### src/hw/rtl/hmaa_pkg.sv
// shared types and constants for the hour meter adc averager
// no dependencies; imported by every module of the block
package hmaa_pkg;

    localparam int SAMPLE_W = 12;
    localparam int TICK_W = 8;
    localparam int TENTH_W = 10;
    localparam int HOUR_W = 20;
    localparam int SETTLE_W = 7;
    localparam int VSUM_W = 17;

    localparam int VOLT_SAMPLES = 21;
    localparam int CURR_SHIFT = 3;
    localparam int SETTLE_MAX = 100;

    localparam int VCNT_W = $clog2(VOLT_SAMPLES);
    localparam int CURR_SAMPLES = 1 << CURR_SHIFT;
    localparam int CCNT_W = (CURR_SHIFT > 0) ? CURR_SHIFT : 1;
    localparam int CSUM_W = SAMPLE_W + CURR_SHIFT;

    localparam int CFG_IDX_W = 3;
    localparam int CFG_DATA_W = 20;

    localparam logic [TICK_W-1:0] TICKS_RESET = TICK_W'(125);
    localparam logic [TENTH_W-1:0] TENTHS_RESET = TENTH_W'(720);
    localparam logic [HOUR_W-1:0] HOUR_LIMIT_RESET = HOUR_W'(999999);
    localparam logic [SAMPLE_W-1:0] LOW_LEVEL_RESET = SAMPLE_W'(960);
    localparam logic [SETTLE_W-1:0] SETTLE_LIMIT_RESET = SETTLE_W'(60);

    typedef enum logic [CFG_IDX_W-1:0] {
        REG_TICKS_PER_HALF = 3'd0,
        REG_HALF_PER_TENTH = 3'd1,
        REG_HOUR_LIMIT = 3'd2,
        REG_LOW_LEVEL = 3'd3,
        REG_SETTLE_LIMIT = 3'd4
    } cfg_idx_t;

    typedef struct packed {
        logic [TICK_W-1:0] ticks_per_half_second;
        logic [TENTH_W-1:0] half_seconds_per_tenth;
        logic [HOUR_W-1:0] hour_limit;
        logic [SAMPLE_W-1:0] low_voltage_level;
        logic [SETTLE_W-1:0] settle_limit;
    } cfg_t;

    typedef struct packed {
        logic half_pulse;
        logic blink;
        logic [TENTH_W-1:0] tenth;
        logic [HOUR_W-1:0] hour;
    } tb_stat_t;

    typedef struct packed {
        logic [VSUM_W-1:0] voltage_total;
        logic [SAMPLE_W-1:0] current_average;
        logic power_off;
        logic was_voltage;
    } adc_stat_t;

endpackage

### src/hw/rtl/hmaa_timebase.sv
// half-second tick counter, blink, tenth-hour and hour counters, settle counter
// depends on hmaa_pkg
module hmaa_timebase
    import hmaa_pkg::*;
(
    input  logic                clk,
    input  logic                rst_n,
    input  logic                step,
    input  cfg_t                cfg,
    output tb_stat_t            stat,
    output logic [SETTLE_W-1:0] settle_now
);

    logic [TICK_W-1:0] tick_reg, tick_next;
    logic blink_reg, blink_next;
    logic [TENTH_W-1:0] tenth_reg, tenth_next;
    logic [HOUR_W-1:0] hour_reg, hour_next;
    logic [SETTLE_W-1:0] settle_reg, settle_next;

    logic [TICK_W:0] tick_inc;
    logic [TENTH_W:0] tenth_inc;
    logic half_event;
    logic tenth_wrap;

    always_comb
    begin
        tick_inc = {1'b0, tick_reg} + 1'b1;
        half_event = (tick_inc >= {1'b0, cfg.ticks_per_half_second});
        tick_next = half_event ? '0 : tick_inc[TICK_W-1:0];
        blink_next = blink_reg ^ half_event;

        tenth_inc = {1'b0, tenth_reg} + 1'b1;
        tenth_wrap = (tenth_inc >= {1'b0, cfg.half_seconds_per_tenth});
        tenth_next = tenth_reg;
        hour_next = hour_reg;
        if (half_event)
        begin
            if (tenth_wrap)
            begin
                tenth_next = '0;
                // wrap to zero once the limit is reached
                hour_next = (hour_reg < cfg.hour_limit) ? hour_reg + 1'b1 : '0;
            end
            else
            begin
                tenth_next = tenth_inc[TENTH_W-1:0];
            end
        end

        settle_next = settle_reg;
        if (half_event && (settle_reg < SETTLE_W'(SETTLE_MAX)))
        begin
            settle_next = settle_reg + 1'b1;
        end
    end

    always_ff @(posedge clk or negedge rst_n)
    begin
        if (!rst_n)
        begin
            tick_reg <= '0;
            blink_reg <= 1'b0;
            tenth_reg <= '0;
            hour_reg <= '0;
            settle_reg <= '0;
        end
        else if (step)
        begin
            tick_reg <= tick_next;
            blink_reg <= blink_next;
            tenth_reg <= tenth_next;
            hour_reg <= hour_next;
            settle_reg <= settle_next;
        end
    end

    assign stat.half_pulse = half_event;
    assign stat.blink = blink_next;
    assign stat.tenth = tenth_next;
    assign stat.hour = hour_next;
    assign settle_now = settle_reg;

endmodule

### src/hw/rtl/hmaa_adc.sv
// channel alternation, voltage block sum, current block mean, power-off flag
// depends on hmaa_pkg
module hmaa_adc
    import hmaa_pkg::*;
(
    input  logic                clk,
    input  logic                rst_n,
    input  logic                step,
    input  logic [SAMPLE_W-1:0] sample,
    input  cfg_t                cfg,
    input  logic [SETTLE_W-1:0] settle_now,
    output adc_stat_t           stat
);

    logic phase_reg;
    logic [VSUM_W-1:0] vsum_reg, vsum_next;
    logic [VCNT_W-1:0] vcnt_reg, vcnt_next;
    logic [VSUM_W-1:0] vres_reg, vres_next;
    logic [CSUM_W-1:0] csum_reg, csum_next;
    logic [CCNT_W-1:0] ccnt_reg, ccnt_next;
    logic [SAMPLE_W-1:0] cres_reg, cres_next;
    logic poff_reg, poff_next;

    logic [VSUM_W-1:0] vsum_add;
    logic [CSUM_W-1:0] csum_add;
    logic [VCNT_W:0] vcnt_inc;
    logic [CCNT_W:0] ccnt_inc;

    always_comb
    begin
        vsum_add = vsum_reg + VSUM_W'(sample);
        csum_add = csum_reg + CSUM_W'(sample);
        vcnt_inc = {1'b0, vcnt_reg} + 1'b1;
        ccnt_inc = {1'b0, ccnt_reg} + 1'b1;

        vsum_next = vsum_reg;
        vcnt_next = vcnt_reg;
        vres_next = vres_reg;
        csum_next = csum_reg;
        ccnt_next = ccnt_reg;
        cres_next = cres_reg;
        poff_next = poff_reg;

        if (phase_reg)
        begin
            // voltage word
            if (sample < cfg.low_voltage_level)
            begin
                poff_next = (settle_now > cfg.settle_limit);
            end
            if (vcnt_inc >= (VCNT_W + 1)'(VOLT_SAMPLES))
            begin
                vres_next = vsum_add;
                vsum_next = '0;
                vcnt_next = '0;
            end
            else
            begin
                vsum_next = vsum_add;
                vcnt_next = vcnt_inc[VCNT_W-1:0];
            end
        end
        else
        begin
            // current word
            if (ccnt_inc >= (CCNT_W + 1)'(CURR_SAMPLES))
            begin
                cres_next = SAMPLE_W'(csum_add >> CURR_SHIFT);
                csum_next = '0;
                ccnt_next = '0;
            end
            else
            begin
                csum_next = csum_add;
                ccnt_next = ccnt_inc[CCNT_W-1:0];
            end
        end
    end

    always_ff @(posedge clk or negedge rst_n)
    begin
        if (!rst_n)
        begin
            phase_reg <= 1'b0;
            vsum_reg <= '0;
            vcnt_reg <= '0;
            vres_reg <= '0;
            csum_reg <= '0;
            ccnt_reg <= '0;
            cres_reg <= '0;
            poff_reg <= 1'b0;
        end
        else if (step)
        begin
            phase_reg <= ~phase_reg;
            vsum_reg <= vsum_next;
            vcnt_reg <= vcnt_next;
            vres_reg <= vres_next;
            csum_reg <= csum_next;
            ccnt_reg <= ccnt_next;
            cres_reg <= cres_next;
            poff_reg <= poff_next;
        end
    end

    assign stat.voltage_total = vres_next;
    assign stat.current_average = cres_next;
    assign stat.power_off = poff_next;
    assign stat.was_voltage = phase_reg;

endmodule

### src/hw/rtl/hour_meter_adc_averager.sv
// hour meter with adc averaging: input register, update logic, result register
// accepted words pass input then result register; throughput 1 word per cycle
// with out_ready high, back pressure stalls the input register and then in_ready
// all counters, averagers, flags and handshake state clear on rst_n low (async);
// configuration registers return to their default values
// depends on hmaa_pkg, hmaa_timebase, hmaa_adc
module hour_meter_adc_averager
    import hmaa_pkg::*;
(
    input  logic                  clk,
    input  logic                  rst_n,
    input  logic                  cfg_write,
    input  logic [CFG_IDX_W-1:0]  cfg_index,
    input  logic [CFG_DATA_W-1:0] cfg_data,
    input  logic                  in_valid,
    output logic                  in_ready,
    input  logic [SAMPLE_W-1:0]   adc_sample,
    output logic                  out_valid,
    input  logic                  out_ready,
    output logic                  half_second_pulse,
    output logic                  blink,
    output logic [TENTH_W-1:0]    tenth_progress,
    output logic [HOUR_W-1:0]     hour_tenths,
    output logic [VSUM_W-1:0]     voltage_total,
    output logic [SAMPLE_W-1:0]   current_average,
    output logic                  power_off,
    output logic                  sample_was_voltage
);

    cfg_t cfg_reg;
    logic in_vld_reg;
    logic [SAMPLE_W-1:0] sample_reg;
    logic out_vld_reg;
    tb_stat_t tb_res_reg;
    adc_stat_t adc_res_reg;

    tb_stat_t tb_stat;
    adc_stat_t adc_stat;
    logic [SETTLE_W-1:0] settle_now;
    logic advance;

    assign advance = in_vld_reg && (!out_vld_reg || out_ready);
    assign in_ready = !in_vld_reg || advance;

    always_ff @(posedge clk or negedge rst_n)
    begin
        if (!rst_n)
        begin
            cfg_reg.ticks_per_half_second <= TICKS_RESET;
            cfg_reg.half_seconds_per_tenth <= TENTHS_RESET;
            cfg_reg.hour_limit <= HOUR_LIMIT_RESET;
            cfg_reg.low_voltage_level <= LOW_LEVEL_RESET;
            cfg_reg.settle_limit <= SETTLE_LIMIT_RESET;
        end
        else if (cfg_write)
        begin
            unique case (cfg_index)
                REG_TICKS_PER_HALF: cfg_reg.ticks_per_half_second <= cfg_data[TICK_W-1:0];
                REG_HALF_PER_TENTH: cfg_reg.half_seconds_per_tenth <= cfg_data[TENTH_W-1:0];
                REG_HOUR_LIMIT:     cfg_reg.hour_limit <= cfg_data[HOUR_W-1:0];
                REG_LOW_LEVEL:      cfg_reg.low_voltage_level <= cfg_data[SAMPLE_W-1:0];
                REG_SETTLE_LIMIT:   cfg_reg.settle_limit <= cfg_data[SETTLE_W-1:0];
                default:            ;
            endcase
        end
    end

    always_ff @(posedge clk or negedge rst_n)
    begin
        if (!rst_n)
        begin
            in_vld_reg <= 1'b0;
            out_vld_reg <= 1'b0;
        end
        else
        begin
            if (in_ready)
            begin
                in_vld_reg <= in_valid;
            end
            if (advance)
            begin
                out_vld_reg <= 1'b1;
            end
            else if (out_ready)
            begin
                out_vld_reg <= 1'b0;
            end
        end
    end

    always_ff @(posedge clk)
    begin
        if (in_valid && in_ready)
        begin
            sample_reg <= adc_sample;
        end
        if (advance)
        begin
            tb_res_reg <= tb_stat;
            adc_res_reg <= adc_stat;
        end
    end

    hmaa_timebase u_timebase (
        .clk        (clk),
        .rst_n      (rst_n),
        .step       (advance),
        .cfg        (cfg_reg),
        .stat       (tb_stat),
        .settle_now (settle_now)
    );

    hmaa_adc u_adc (
        .clk        (clk),
        .rst_n      (rst_n),
        .step       (advance),
        .sample     (sample_reg),
        .cfg        (cfg_reg),
        .settle_now (settle_now),
        .stat       (adc_stat)
    );

    assign out_valid = out_vld_reg;
    assign half_second_pulse = tb_res_reg.half_pulse;
    assign blink = tb_res_reg.blink;
    assign tenth_progress = tb_res_reg.tenth;
    assign hour_tenths = tb_res_reg.hour;
    assign voltage_total = adc_res_reg.voltage_total;
    assign current_average = adc_res_reg.current_average;
    assign power_off = adc_res_reg.power_off;
    assign sample_was_voltage = adc_res_reg.was_voltage;

endmodule

### config.mk
export PLATFORM = sky130hd
export DESIGN_NAME = hour_meter_adc_averager
export DESIGN_NICKNAME = d
export VERILOG_FILES = /design/src/hw/rtl/hmaa_pkg.sv /design/src/hw/rtl/hmaa_timebase.sv /design/src/hw/rtl/hmaa_adc.sv /design/src/hw/rtl/hour_meter_adc_averager.sv
export SDC_FILE = /design/constraint.sdc
export NUM_CORES = 1
export LEC_CHECK = 0
export BUFFER_PORTS_ARGS = -buffer_cell sky130_fd_sc_hd__buf_2
export CORE_MARGIN = 5
export CORE_UTILIZATION = 61
export DETAILED_ROUTE_END_ITERATION = 8
export PLACE_DENSITY = 0.84
export SLEW_MARGIN = 0
export SYNTH_ARGS = -nofsm -noshare
export SYNTH_HDL_FRONTEND = slang
export SYNTH_SLANG_ARGS = --single-unit
### constraint.sdc
create_clock -name clk -period 3.7 [get_ports clk]
set_input_delay 0.37 -clock clk [delete_from_list [all_inputs] [get_ports clk]]
set_output_delay 0.37 -clock clk [all_outputs]
set_load 0.01 [all_outputs]
==> flow_summary.toml <==
[route]
drc_errors = 0
viasPerCell = 6.02
num_vias = 10049
firstDrtPassIters = 5
wire_per_inst_um = 17.9
drt_iter0_drc = 673
antenna_left = 0
finalWirelength_um = 29900

[finish]
syn2layout_area_growth_pct = 14.0
diodes = 0
nNetsFinal = 1501
stdcell_count = 1668
drive_gt1_share_pct = 18.6
largest_reg_flops = 57
fill_cells = 1540
final_util_pct = 70.8

[die]
die_h_um = 157
num_io_pins = 105
initial_core_util_pct = 62.1
chipWidth_um = 157
core_um2 = 21100
dieArea_um2 = 24500
row_count = 53

[placement]
routabilityCongestion = 0.976
place_hpwl_um = 20800
place_ws_ns = 0.142
placed_cells_incl_taps = 1613
io_buffers = 104

[worst_setup_path]
startpoint_type = "register"
crit_type = "register to register"
endpoint_kind = "register"
crit_start = "u_timebase.tenth_reg[0]"
critical_path_peak_fanout = 19
reg2reg_slack_ns = 0.19
endpoint = "hour_tenths[14]"
r2r_start = "u_timebase.tenth_reg[0]"
crit_required_ns = 3.98
r2r_cells = 13
worst_ep_arrival_time_ns = 3.79
r2r_end = "hour_tenths[14]"

[pwr]
internal_power_uw = 6630
p_sw_share_pct = 34.1
combPwrFrac_pct = 32.2
p_leak_uw = 0.00686
power_density_nw_per_um2 = 674
ir_drop_uv = 419
pwr-share-clk_pct = 27.4
p_switching_uw = 3430
power_uw = 10100
seqPwrFrac_pct = 40.4

[synthesis]
synth_edf_count = 75
synthCells = 1259
ys.flop_type = "dfrtp_1"
syn_nets = 1388
ys_seq_area_share_pct = 51.1
ys_warn_count = 0
synth_area_um2 = 13100
async_reset_ff_share_pct = 70.1
ys_seq_elements = 251
syn_area_per_cell_um2 = 10.4
synth_cell_types = 70

[global_route]
antenna_found_initial = 0
grt_pass1_vias = 10036
met2_usage_pct = 42.2
grt.met3_usage_pct = 3.37
grt_max_degree = 67
grt-ovfl-total = 0
grt_pass1_wl_um = 49100
grt-busiest-layer = "met2"
met1_usage_pct = 32.3
track_usage_pct = 24.5

[timing]
clock.fmax_mhz = 285
layout_min_cycle_time_ns = 3.51
final_hold_viol_count = 0
layout_setup_ws_ns = 0.191
slew-limit-headroom_pct = 36.7
tns_ns = 0
tightest_slew_ns = 0.946
setup_violations = 0
period_share_pct = 94.8
finalClockSkew_ns = 0.00973
maxSlewViolCount = 0
rsz0062_at_grt = "false"

[clocking]
clkSinkCount = 251
cts.path.max_buffers = 3
clk_latency_ns = 0.53
cts_buffers = 27
clkTransAtPathRegs_ns = 0.06
cts_root_buf = "clkbuf_16"
htreeDepth = 1
tritoncts = "built"

[hold_path]
hold_depth = 1
hold_path.class = "input port to register"

[outcome]
outcome = "complete, no violations"

[run]
cap_viol_max_count = 0
==> cell type report <==
cell class | count | area (um^2) | area share, %
inverters | 73 | 275 | 1.84
clock buffers | 38 | 801 | 5.36
clock inverters | 12 | 121 | 0.813
multi-input cells | 888 | 5940 | 39.7
flip-flops and latches | 251 | 6690 | 44.8
well taps | 275 | 344 | 2.30
repair buffers | 131 | 764 | 5.12
==> synthesized netlist by cell type, types with 30 or more instances <==
cell,number,area (um^2)
dfstp_2,30,788
o21ai_0,142,711
inv_1,71,267
dfrtp_1,146,3650
and3_1,31,194
a21oi_1,39,195
a221o_1,34,340
nand3_1,45,225
ha_1,87,1090
clkbuf_1,34,128
nor2_1,51,191
mux2_2,37,417
nand2_1,194,728
xnor2_1,31,272
edfxtp_1,75,2250
==> cells in the final DEF (no fill, tap or decap), drive strengths merged, types with 15 or more instances in the layout <==
cell type	instances
inv	73
dfstp	30
dfrtp	146
xor2	15
nor2	52
nand2	194
a21oi	39
clkbuf	38
xnor2	31
a22o	24
o21ai	149
a21o	21
edfxtp	75
nand3	46
a221o	34
mux2	37
and3	33
ha	87
buf	127
==> critical path, cell delays in order, from the launching register on <==
cell and delay, ns:
dfrtp_1 0.44, ha_1 0.25, and3_1 0.23, nand3_2 0.19, nor3_2 0.26, nand2b_1 0.14
ha_1 0.24, a211o_1 0.30, a21oi_1 0.22, o221ai_2 0.19, o21ai_2 0.20, nor2b_1 0.07
buf_4 0.21, a221o_1 0.33
==> repair_timing <==
| action | 4_1_cts | 5_1_grt |
|---|---|---|
| hold buffers | 4 | 0 |
| gates resized for setup | 0 | 3 |
| buffers inserted | 0 | 1 |
| hold endpoints to repair | 45 | 0 |
| setup endpoints to repair | 0 | 47 |
==> stage by stage <==
stage	hold WS, ns	cell area, um^2
floorplan	0.0744	13100
global placement	0.396	13900
detailed placement	0.404	13900
CTS	0.00653	14900
global route	0.00824	14900
finish	0.0186	14900
==> worst min-delay path by stage <==
stage | endpoint | slack (ns) | start
2_1_floorplan | cfg_reg[0] | 0.07 | rst_n
3_3_place_gp | u_adc.cres_reg[11] | 0.40 | rst_n
3_5_place_dp | u_adc.cres_reg[11] | 0.40 | rst_n
4_1_cts | sample_reg[6] | 0.007 | adc_sample[6]
5_1_grt | sample_reg[8] | 0.008 | adc_sample[8]
6_report | sample_reg[0] | 0.02 | adc_sample[0]
==> power groups by stage <==
stage | Clock, uW | Sequential (uW) | Combinational [uW]
2_1_floorplan | 0 | 4070 | 2280
3_3_place_gp | 0 | 4060 | 3030
3_5_place_dp | 0 | 4100 | 3180
4_1_cts | 2790 | 4060 | 3230
5_1_grt | 2900 | 4150 | 3640
6_report | 2760 | 4070 | 3240
==> cells by family (layout without fill, tap and decap cells) <==
group,count (synthesis),in the layout,synth area share (%)
compound gates,323,323,16.4
xor+xnor,46,46,3.08
fa+ha+maj,89,89,8.62
buf+inv,120,254,3.64
flops,251,251,51.1
mux,37,37,3.18
simple gates,393,393,14.0
==> layer usage <==
layer	share of wire (%)	up-vias
li1	-	4742
met1	41	4921
met2	50	329
met3	6.5	57
met4	2.9	0
met5	0	-
Power figures use the tool's default switching activity.
